--- src/rtl/segi_pkg.sv ---
// ----------------------------------------------------------------------------
// segi_pkg
// Shared types and defaults for the segment intersection pipeline.
// ----------------------------------------------------------------------------
package segi_pkg;

  localparam int unsigned CoordWidthDef = 16;

  typedef struct packed {
    logic valid;
    logic hit;
  } ctl_t;

endpackage

--- src/rtl/segi_cell.sv ---
// ----------------------------------------------------------------------------
// segi_cell
// One quotient digit per axis of floor(tn * |dA| / den), multiplier bits MSB first.
// ----------------------------------------------------------------------------
module segi_cell #(
  parameter int unsigned W = 16
) (
  input  logic                  clk_i,
  input  logic                  rst_ni,
  input  logic                  en_i,
  input  segi_pkg::ctl_t        ctl_i,
  input  logic [2*W:0]          den_i,
  input  logic [2*W:0]          tn_i,
  input  logic [2*W:0]          rx_i,
  input  logic [2*W:0]          ry_i,
  input  logic [W-1:0]          qx_i,
  input  logic [W-1:0]          qy_i,
  input  logic [W-1:0]          mx_i,
  input  logic [W-1:0]          my_i,
  input  logic                  sx_i,
  input  logic                  sy_i,
  input  logic signed [W-1:0]   a1x_i,
  input  logic signed [W-1:0]   a1y_i,
  output segi_pkg::ctl_t        ctl_o,
  output logic [2*W:0]          den_o,
  output logic [2*W:0]          tn_o,
  output logic [2*W:0]          rx_o,
  output logic [2*W:0]          ry_o,
  output logic [W-1:0]          qx_o,
  output logic [W-1:0]          qy_o,
  output logic [W-1:0]          mx_o,
  output logic [W-1:0]          my_o,
  output logic                  sx_o,
  output logic                  sy_o,
  output logic signed [W-1:0]   a1x_o,
  output logic signed [W-1:0]   a1y_o
);
  import segi_pkg::*;

  localparam int unsigned U = 2 * W + 1;

  logic [U+1:0] den1, den2, rx2, ry2, rx3, ry3;
  logic [1:0]   dx, dy;
  ctl_t         ctl_q;

  assign den1 = {2'b00, den_i};
  assign den2 = {1'b0, den_i, 1'b0};

  always_comb begin
    rx2 = {1'b0, rx_i, 1'b0} + (mx_i[W-1] ? {2'b00, tn_i} : '0);
    ry2 = {1'b0, ry_i, 1'b0} + (my_i[W-1] ? {2'b00, tn_i} : '0);
    if (rx2 >= den2) begin
      rx3 = rx2 - den2;
      dx  = 2'd2;
    end else if (rx2 >= den1) begin
      rx3 = rx2 - den1;
      dx  = 2'd1;
    end else begin
      rx3 = rx2;
      dx  = 2'd0;
    end
    if (ry2 >= den2) begin
      ry3 = ry2 - den2;
      dy  = 2'd2;
    end else if (ry2 >= den1) begin
      ry3 = ry2 - den1;
      dy  = 2'd1;
    end else begin
      ry3 = ry2;
      dy  = 2'd0;
    end
  end

  always_ff @(posedge clk_i or negedge rst_ni) begin
    if (!rst_ni) begin
      ctl_q <= '0;
    end else if (en_i) begin
      ctl_q <= ctl_i;
    end
  end

  always_ff @(posedge clk_i) begin
    if (en_i) begin
      den_o <= den_i;
      tn_o  <= tn_i;
      rx_o  <= rx3[U-1:0];
      ry_o  <= ry3[U-1:0];
      qx_o  <= W'({qx_i, 1'b0} + (W+1)'(dx));
      qy_o  <= W'({qy_i, 1'b0} + (W+1)'(dy));
      mx_o  <= {mx_i[W-2:0], 1'b0};
      my_o  <= {my_i[W-2:0], 1'b0};
      sx_o  <= sx_i;
      sy_o  <= sy_i;
      a1x_o <= a1x_i;
      a1y_o <= a1y_i;
    end
  end

  assign ctl_o = ctl_q;

endmodule

--- config.mk ---
export PLATFORM = sky130hd
export DESIGN_NAME = segi_cell
export DESIGN_NICKNAME = d
export VERILOG_FILES = /design/src/rtl/segi_pkg.sv /design/src/rtl/segi_cell.sv
export SDC_FILE = /design/constraint.sdc
export NUM_CORES = 1
export LEC_CHECK = 0
export BUFFER_PORTS_ARGS = -buffer_cell sky130_fd_sc_hd__buf_4
export CAP_MARGIN = 10
export CORE_MARGIN = 2
export CORE_UTILIZATION = 50
export DETAILED_ROUTE_END_ITERATION = 7
export GPL_TIMING_DRIVEN = 0
export HOLD_SLACK_MARGIN = 0.12
export PLACE_DENSITY = 0.77
export SLEW_MARGIN = 10
export SYNTH_ARGS = -nofsm -noshare
export SYNTH_HDL_FRONTEND = slang
export SYNTH_SLANG_ARGS = --single-unit
--- constraint.sdc ---
create_clock -name clk_i -period 0.8 [get_ports clk_i]
set_input_delay 0.16 -clock clk_i [delete_from_list [all_inputs] [get_ports clk_i]]
set_output_delay 0.16 -clock clk_i [all_outputs]
set_load 0.005 [all_outputs]
# Word-level counts from Yosys, hierarchy flattened
# Index checks and enable logic that the tools add are counted.
# word_totals
regBits	230
wordCells	36
input_bits	235
out_inout_bits	232
# op_classes
muxes	10
addsub	8
order_cmp	4
# ops
operator	count
33-bit two-way mux	6
33-bit subtractor	4
34-bit by 33-bit adder with 35-bit output	2
35-bit by 33-bit >= comparator with 1-bit output	2
35-bit by 34-bit >= comparator with 1-bit output	2
16-bit by 2-bit adder with 16-bit output	2
2-bit two-way mux	2
1-bit two-way mux	2

# Longest topological paths before layout
# Gate-level depths: netlist (run 1).
# depth
depth_word	6
mapped_depth	32

# Least setup slack after synthesis (run 1)
# No wires, ideal clock.
# synth_timing
path_kind	input to register
start	in my_i[15]
end	reg qy_o[15] (data pin)
setup_slack_ps	-4930
t_arrival_ps	5472
setup_time_ps	258
n_path_buf	2
cell_stages	27
required_ps	542
cell_sequence	clkbuf_1 and2_1 ha_1 a21o_1 a21o_1 a31o_1 a2111o_1 o21a_1 a21o_1 a21oi_1 xnor2_1 ha_1 and3_1 nand4_1 or3_1 a31oi_1 nor3_1 nor4_1 a211oi_1 inv_2 clkbuf_1 ha_1 ha_1 nand3_1 nor2_1 nand3_1 xnor2_1
# synth_via
elab_chain_len	6
# synth_lines
element	line	source
start: declaration	segi_cell.sv:19	input logic [W-1:0] my_i,
33-bit two-way mux *	segi_cell.sv:51	ry2 = {1'b0, ry_i, 1'b0} + (my_i[W-1] ? {2'b00, tn_i} : '0);
34-bit by 33-bit adder with 35-bit output *	segi_cell.sv:51	
35-bit by 33-bit >= comparator with 1-bit output	segi_cell.sv:65	end else if (ry2 >= den1) begin
1-bit two-way mux	segi_cell.sv:65	
2-bit two-way mux *	segi_cell.sv:62	if (ry2 >= den2) begin
16-bit by 2-bit adder with 16-bit output *	segi_cell.sv:89	qy_o <= W'({qy_i, 1'b0} + (W+1)'(dy));
end signal: assignment	segi_cell.sv:89	
end: declaration	segi_cell.sv:30	output logic [W-1:0] qy_o,
# Every way passes the cells marked *; elsewhere a longest branch is shown, timed or not.
# A chain may end at the register's enable or synchronous reset.

# Worst setup path after layout (run 1)
# layout_timing
start	in mx_i[15]
end	reg rx_o[1] (data pin)
# layout_via
elab_chain_len	5
# layout_lines
element	line	source
start: declaration	segi_cell.sv:18	input logic [W-1:0] mx_i,
33-bit two-way mux *	segi_cell.sv:50	rx2 = {1'b0, rx_i, 1'b0} + (mx_i[W-1] ? {2'b00, tn_i} : '0);
34-bit by 33-bit adder with 35-bit output *	segi_cell.sv:50	
33-bit subtractor or 35-bit by 33-bit >= comparator with 1-bit output (tied branches)	segi_cell.sv:56, segi_cell.sv:55	
33-bit two-way mux	segi_cell.sv:55	end else if (rx2 >= den1) begin
33-bit two-way mux *	segi_cell.sv:52	if (rx2 >= den2) begin
via rx3[1]	segi_cell.sv:42	logic [U+1:0] den1, den2, rx2, ry2, rx3, ry3;
end signal: assignment	segi_cell.sv:86	rx_o <= rx3[U-1:0];
end: declaration	segi_cell.sv:27	output logic [2*W:0] rx_o,
# Mark *: on every way through the listed nets, which the timed path passes. The rest lies on a longest branch.

==> results of run 1 <==
[Yosys cell counts (24+ instances only)]
| cell | number |
|---|---|
| a21o_1 | 83 |
| xor2_1 | 51 |
| nand3_1 | 70 |
| o21a_1 | 26 |
| and2_1 | 69 |
| nand2_1 | 121 |
| a21oi_1 | 200 |
| nand2b_1 | 29 |
| clkbuf_1 | 36 |
| and3_1 | 30 |
| edfxtp_1 | 228 |
| ha_1 | 200 |
| mux2i_1 | 47 |
| o21ai_0 | 100 |
| a211oi_1 | 24 |
| inv_1 | 97 |
| a31oi_1 | 27 |
| nor2_1 | 141 |
| xnor2_1 | 135 |
[per-stage QoR]
step           TNS, ns  cell area, um2  power (uW)  setup slack, ns  hold slack, ns
4_1_cts        -485.59           29700       63640           -4.159         -0.1169
2_1_floorplan  -375.06           19900       34190           -4.207         -0.1356
3_3_place_gp   -954.96           24020       43870           -5.803        -0.05613
3_5_place_dp   -628.18           24080       44220           -5.832        -0.05053
6_report       -516.41           31070       69370           -4.795        -0.09712
5_1_grt        -533.70           31070       71590           -4.952         -0.1064
[path summary, 6_finish.rpt]
check | startpoint | to | slack [ns]
max | mx_i[15] | rx_o[1]$_DFFE_PP_ | -4.80
max reg2reg | ctl_o[1]$_DFFE_PN0P_ | ctl_o[1]$_DFFE_PN0P_ | -0.13
min | qy_i[0] | qy_o[1]$_DFFE_PP_ | -0.1
min reg2reg | ctl_o[0]$_DFFE_PN0P_ | ctl_o[0]$_DFFE_PN0P_ | 0.58
min in group asynchronous | rst_ni | ctl_o[0]$_DFFE_PN0P_ | 0.49
max in group asynchronous | rst_ni | ctl_o[1]$_DFFE_PN0P_ | 0.18
[cell type report]
cell class / instances / area (um2) / area share [%]
diodes: 7 / 17.52 / 0.05637
well taps: 518 / 648.1 / 2.086
repair buffers: 791 / 7136 / 22.96
inverters: 98 / 382.9 / 1.232
plain buffers: 41 / 503.0 / 1.619
clock inverters: 17 / 112.6 / 0.3624
clock buffers: 30 / 686.9 / 2.211
flip-flops and latches: 230 / 6897 / 22.19
multi-input cells: 1658 / 14690 / 47.28
[placed cells by master (no fill, tap or decap), types with 92 or more instances in the layout]
cell	n
a21oi_1	143
buf_4	493
buf_6	118
dlygate4sd3_1	160
edfxtp_1	228
ha_1	147
inv_1	92
nand2_1	100
nor2_1	113
xnor2_1	101
[sequential cells by signal (all words and copies together), names as in the netlist]
register and count:
ctl_o 2, sy_o 1, tn_o 33, den_o 33
qx_o 16, rx_o 33, a1y_o 16, sx_o 1
qy_o 16, mx_o 15, ry_o 33, my_o 15
a1x_o 16
[cells by family after synthesis]
| logic type | Yosys count | synth area share (%) |
|---|---|---|
| multiplexers | 53 | 2.782 |
| XOR/XNOR | 186 | 8.423 |
| AND/OR/NAND/NOR | 583 | 15.13 |
| AO/OA/AOI/OAI | 628 | 21.16 |
| buffers and inverters | 150 | 3.267 |
| other | 1 | 0.01939 |
| flip-flops | 230 | 35.66 |
| adder cells (fa/ha/maj) | 206 | 13.56 |
[report_power, final]
group	internal, uW	switching, uW
Sequential	15900	814
Combinational	19000	21600
Clock	6450	5600
[layer usage]
metal | up-vias | GRT usage [%] | wire [um]
li1 | 9315 | - | -
met1 | 10360 | 45.26 | 32120
met2 | 1714 | 68.35 | 42420
met3 | 587 | 7.224 | 10390
met4 | 12 | 28.68 | 9388
met5 | - | 0 | 77
[what timing repair did]
item / in CTS / in global routing
endpoints found under the hold margin: 194 / 35
pin swaps: 142 / 108
cloned: 9 / 1
endpoints found under the setup margin: 330 / 378
buffers inserted: 116 / 52
gates resized for setup: 437 / 215
==> metrics.cfg, run 1 <==
[sta]
holdWs_ns = -0.09712
period_share_pct = 699.4
worst_slew_pin_slew_ns = 0.9358
max_slew_margin_pct = 35.83
setup_violations = 356
layout_setup_ws_ns = -4.795
rsz0062_at_grt = true
fmax_mhz = 178.7
hold_viol = 33
maxSlewViolCount = 0
finClkSkew_ns = 0
period_needed_ns = 5.595

[worst_hold_path]
whs_path_depth = 2
hold_path.class = input port to register

[global_routing]
grt_pass1_wl_um = 123800
grt_max_degree = 116
antenna_found_initial = 14
overflow = 0
track_usage_pct = 40.02
grt_pass1_vias = 20900

[layout]
nNetsFinal = 3287
drive_above_1_share_pct = 38.85
fin_cells = 3390
areaGrowthSynthToFinish_pct = 60.68
postLayoutCoreUtil_pct = 80.97
fill_cells = 2251

[drt]
drtIter0Drc = 2651
vias_per_cell = 6.485
via_count = 21990
antenna_left = 0
wl_um = 94390
detail_route.wl_per_cell_um = 27.84
drt_first_pass_iters = 8
remaining_drc_errors = 0

[flow_run]
cap_violations = 0

[logic_synthesis]
postSynthAreaPerCell_um2 = 9.494
synth_edf_count = 228
yosysTopAreaCellShare_pct = 35.40
synth_area_leaders = edfxtp_1, ha_1, xnor2_1, a21oi_1, a21o_1
synth.distinct_cells = 79
syn-cell-area_um2 = 19340
syn_inst = 2037
yosys.area.top_type = edfxtp_1
synth-seq-cells = 230
yosysWarnings = 0
yosysSeqAreaShare_pct = 35.66
synth_ff_type = edfxtp_1
async_flop_share_pct = 0.8696

[worst_setup_path]
cpPeakStageDelay_ns = 0.75
crit_fanout = 7
critPathLaunchType = input port
r2r.worst_path.cells = 2
crit_buf_inv = 6
crit_arrival_ns = 5.86
critPathKind = input port to register
required_ns = 1.06
path_delay_family = compound AO/OA/AOI/OAI gates
cp-end-kind = register
crit_slowest_cell = mux2i_1
cp.depth = 25

[clocking]
cts_sinks = 230
clk_latency_ns = 0.58
h-tree-depth = 1
clockBufferDepth = 3
hold_buffers = 160
cts_made_buffers = 26
cts_tree = yes
path_clk_slew_ns = 0.08
clock-root-buffer = clkbuf_16

[power_and_ir_drop]
power_leakage_uw = 0.01328
powerDensity_nw_per_um2 = 2232
vdd.ir_drop.worst_mv = 1.838

[floorplan]
die_y_um = 200.7
core-area_um2 = 38380
initial_core_util_pct = 50.39
die-area_um2 = 40270
die_x_um = 200.7
row_count = 72
io_pins = 467

[placed_design]
globalplace.congestion = 1.020
numPlacedInstances = 3020
dpl.hpwl_um = 57190
portBuffers = 462

[status]
violations = hold timing, setup timing
status = finished, violations left

(Power assumes the default switching activity.)
==> inputs of run 2 (changes only) <==
--- a/config.mk
+++ b/config.mk
@@ -8,11 +8,11 @@
 export BUFFER_PORTS_ARGS = -buffer_cell sky130_fd_sc_hd__buf_4
 export CAP_MARGIN = 10
 export CORE_MARGIN = 2
-export CORE_UTILIZATION = 50
+export CORE_UTILIZATION = 56
 export DETAILED_ROUTE_END_ITERATION = 7
 export GPL_TIMING_DRIVEN = 0
 export HOLD_SLACK_MARGIN = 0.12
-export PLACE_DENSITY = 0.77
+export PLACE_DENSITY = 0.82
 export SLEW_MARGIN = 10
 export SYNTH_ARGS = -nofsm -noshare
 export SYNTH_HDL_FRONTEND = slang
==> constraint.sdc (replaced) <==
create_clock -name clk_i -period 5.4 [get_ports clk_i]
set_input_delay 1.08 -clock clk_i [delete_from_list [all_inputs] [get_ports clk_i]]
set_output_delay 1.08 -clock clk_i [all_outputs]
set_load 0.005 [all_outputs]
==> run 2 against run 1 <==
Against the previous run:
- the run ends with DRC, setup timing left
- critical path depth down 1
- final area down 4.7%
- count of clock-buffer cells in the layout up 3
- clock power down 86%
- register-to-register slack better by 4.7 ns
- clock skew unchanged
- power down 85%
- highest routed layer is now met4
==> metrics.cfg, run 2 (synthesis results as in run 1) <==
[placed_design]
globalplace.congestion = 0.9640  ; -5.5%
dpl.hpwl_um = 53980  ; -5.6%
numPlacedInstances = 2957  ; -2.1%
placed_area_um2 = 23990  ; -0.37%
portBuffers = 462  ; unchanged

[sta]
period_needed_ns = 6.151
maxSlewViolCount = 0  ; unchanged
finClkSkew_ns = 0  ; unchanged
period_share_pct = 113.9
layout_setup_ws_ns = -0.7512  ; +4.044 ns
hold_viol = 0  ; -100%
fmax_mhz = 162.6
setup_violations = 97  ; -73%
max_slew_margin_pct = 43.56  ; +7.7 points
rsz0062_at_grt = true
worst_slew_pin_slew_ns = 0.8406  ; -0.09517 ns

[global_routing]
antenna_found_initial = 0  ; -14
grt_pass1_vias = 19950  ; -4.6%
overflow = 0  ; unchanged
grt_max_degree = 104  ; -10%
track_usage_pct = 40.70  ; +0.68 points
grt_pass1_wl_um = 112800  ; -8.9%

[layout]
multi_input_area_um2 = 15100  ; +2.8%
seq_area_um2 = 6897  ; unchanged
layout_common_cells = buf_4, edfxtp_1, a21oi_1
postLayoutCoreUtil_pct = 86.41  ; +5.4 points
drive_above_1_share_pct = 42.35  ; +3.5 points
final_common_cell = buf_4
nNetsFinal = 3145  ; -4.3%
design_area_um2 = 29630  ; -4.7%
num_antenna_cells = 0  ; -7
fill_cells = 1647  ; -27%
fin_cells = 3175  ; -6.3%
areaGrowthSynthToFinish_pct = 53.19

[clocking]
clock-root-buffer = clkbuf_16
path_clk_slew_ns = 0.06  ; -0.02 ns
clk_latency_ns = 0.55  ; -0.03 ns
hold_buffers = 0  ; -100%
clockBufferDepth = 3  ; unchanged
cts_sinks = 230  ; unchanged
h-tree-depth = 1  ; unchanged
cts_tree = yes
cts_made_buffers = 26  ; unchanged

[drt]
vias_per_cell = 6.733  ; +3.8%
via_count = 21380  ; -2.8%
antenna_left = 0  ; unchanged
wl_met3_um = 8961  ; -14%
met1Wirelength_um = 29380  ; -8.5%
drtIter0Drc = 2445  ; -7.8%
wl_um = 84850  ; -10%
met2_length_um = 39800  ; -6.2%
remaining_drc_errors = 85  ; +85
detail_route.wl_per_cell_um = 26.73  ; -4.0%
routed.top_layer = met4
drt_first_pass_iters = 8  ; unchanged

[power_and_ir_drop]
clkPwrFrac_pct = 16.9  ; -0.5 points
vdd.ir_drop.worst_mv = 0.2739  ; -85%
power.internal_uw = 6124  ; -85%
switching_share_pct = 40.34  ; -0.072 points
p_switching_uw = 4141  ; -85%
total_power_uw = 10270  ; -85%
power_leakage_uw = 0.01261  ; -5.0%
powerDensity_nw_per_um2 = 346.5  ; -84%
comb_power_share_pct = 59.2  ; +0.7 points
p_seq_share_pct = 23.9  ; -0.2 points

[status]
status = finished, violations left
violations = DRC, setup timing

[worst_setup_path]
critPathMostFrequentCell = o21ai_0
critPathKind = input port to register
r2r.worst_path.cells = 1  ; -1
required_ns = 5.69  ; +4.63 ns
cp-end-kind = register
cpPeakStageDelay_ns = 0.48  ; -0.27 ns
crit_slowest_cell = o41ai_2
path_cells = buf_12 -> clkbuf_16 -> buf_6 -> and2_1 -> ha_4 -> nand3_1 -> o211ai_1 -> o21ai_0 -> a211oi_1 -> o21ai_1 -> nand2_1 -> buf_4 -> xor2_4 -> ha_1 -> o21ai_0 -> nand2b_1 -> nand3_1 -> a2bb2oi_1 -> o21ai_0 -> a32o_2 -> o41ai_2 -> o21ai_0 -> xnor2_1 -> a22oi_2
critPathLaunchType = input port
crit_arrival_ns = 6.44  ; +0.58 ns
crit_fanout = 7  ; unchanged

[floorplan]
initial_core_util_pct = 56.40  ; +6.0 points
row_count = 68  ; -5.6%
core-area_um2 = 34290  ; -11%
io_pins = 467  ; unchanged
die-area_um2 = 36040  ; -11%
die_x_um = 189.8  ; -5.4%
die_y_um = 189.8  ; -5.4%

[worst_hold_path]
hold_path.class = input port to asynchronous set/reset pin

[flow_run]
cap_violations = 0  ; unchanged

## run 2: per-layer routing
layer,vias to the layer above,track usage (%)
met5,-,0
met4,0,23.64
met3,510,6.309
met2,1791,70.03
met1,10080,48.39
li1,8992,-
## run 2: worst max-delay path: cells and delay by family
| kind | cells | cell delay, ns |
|---|---|---|
| buffers and inverters | 4 | 0.55 |
| XOR/XNOR | 2 | 0.56 |
| AO/OA/AOI/OAI | 11 | 2.76 |
| AND/OR/NAND/NOR | 5 | 0.77 |
| adder cells (fa/ha/maj) | 2 | 0.72 |
## run 2: worst paths after layout
check / slack, ns / startpoint / end
setup / recovery: -0.75 / my_i[15] / ry_o[28]$_DFFE_PP_
hold / removal: 0.31 / rst_ni / ctl_o[0]$_DFFE_PN0P_
setup reg to reg: 4.58 / ctl_o[1]$_DFFE_PN0P_ / ctl_o[1]$_DFFE_PN0P_
hold reg to reg: 0.59 / ctl_o[0]$_DFFE_PN0P_ / ctl_o[0]$_DFFE_PN0P_
max in group asynchronous: 4.98 / rst_ni / ctl_o[1]$_DFFE_PN0P_
min in group clk_i: 0.59 / ctl_o[0]$_DFFE_PN0P_ / ctl_o[0]$_DFFE_PN0P_
## run 2: power groups by stage
stage | clock network (uW) | logic (uW) | registers (uW)
2_1_floorplan | 0 | 2560 | 2500
3_3_place_gp | 0 | 4010 | 2470
3_5_place_dp | 0 | 4080 | 2480
4_1_cts | 1710 | 5110 | 2450
5_1_grt | 1780 | 6280 | 2480
6_report | 1730 | 6080 | 2450
## run 2: cell type report
class,count,share of cell area [%]
Clock buffer,33,2.357
Buffer,39,1.719
Sequential cell,230,23.28
Timing Repair Buffer,651,18.15
Inverter,98,1.284
Clock inverter,11,0.3294
Tap cell,455,1.922
Multi-Input combinational cell,1658,50.96
## run 2: timing repair
item	CTS	global route
setup endpoints to repair	98	98
pin swaps	148	130
buffers inserted	126	59
gates cloned	10	3
resized for setup	415	176
## run 2: metrics by stage
stage	setup slack [ns]	TNS [ns]	hold WS [ns]
floorplan	-0.5274	-16.15	0.5053
global placement	-2.013	-159.90	0.4943
detailed placement	-2.154	-171.77	0.5075
CTS	-0.4450	-16.35	0.2945
global route	-0.7792	-58.69	0.3086
finish	-0.7512	-50.24	0.3131
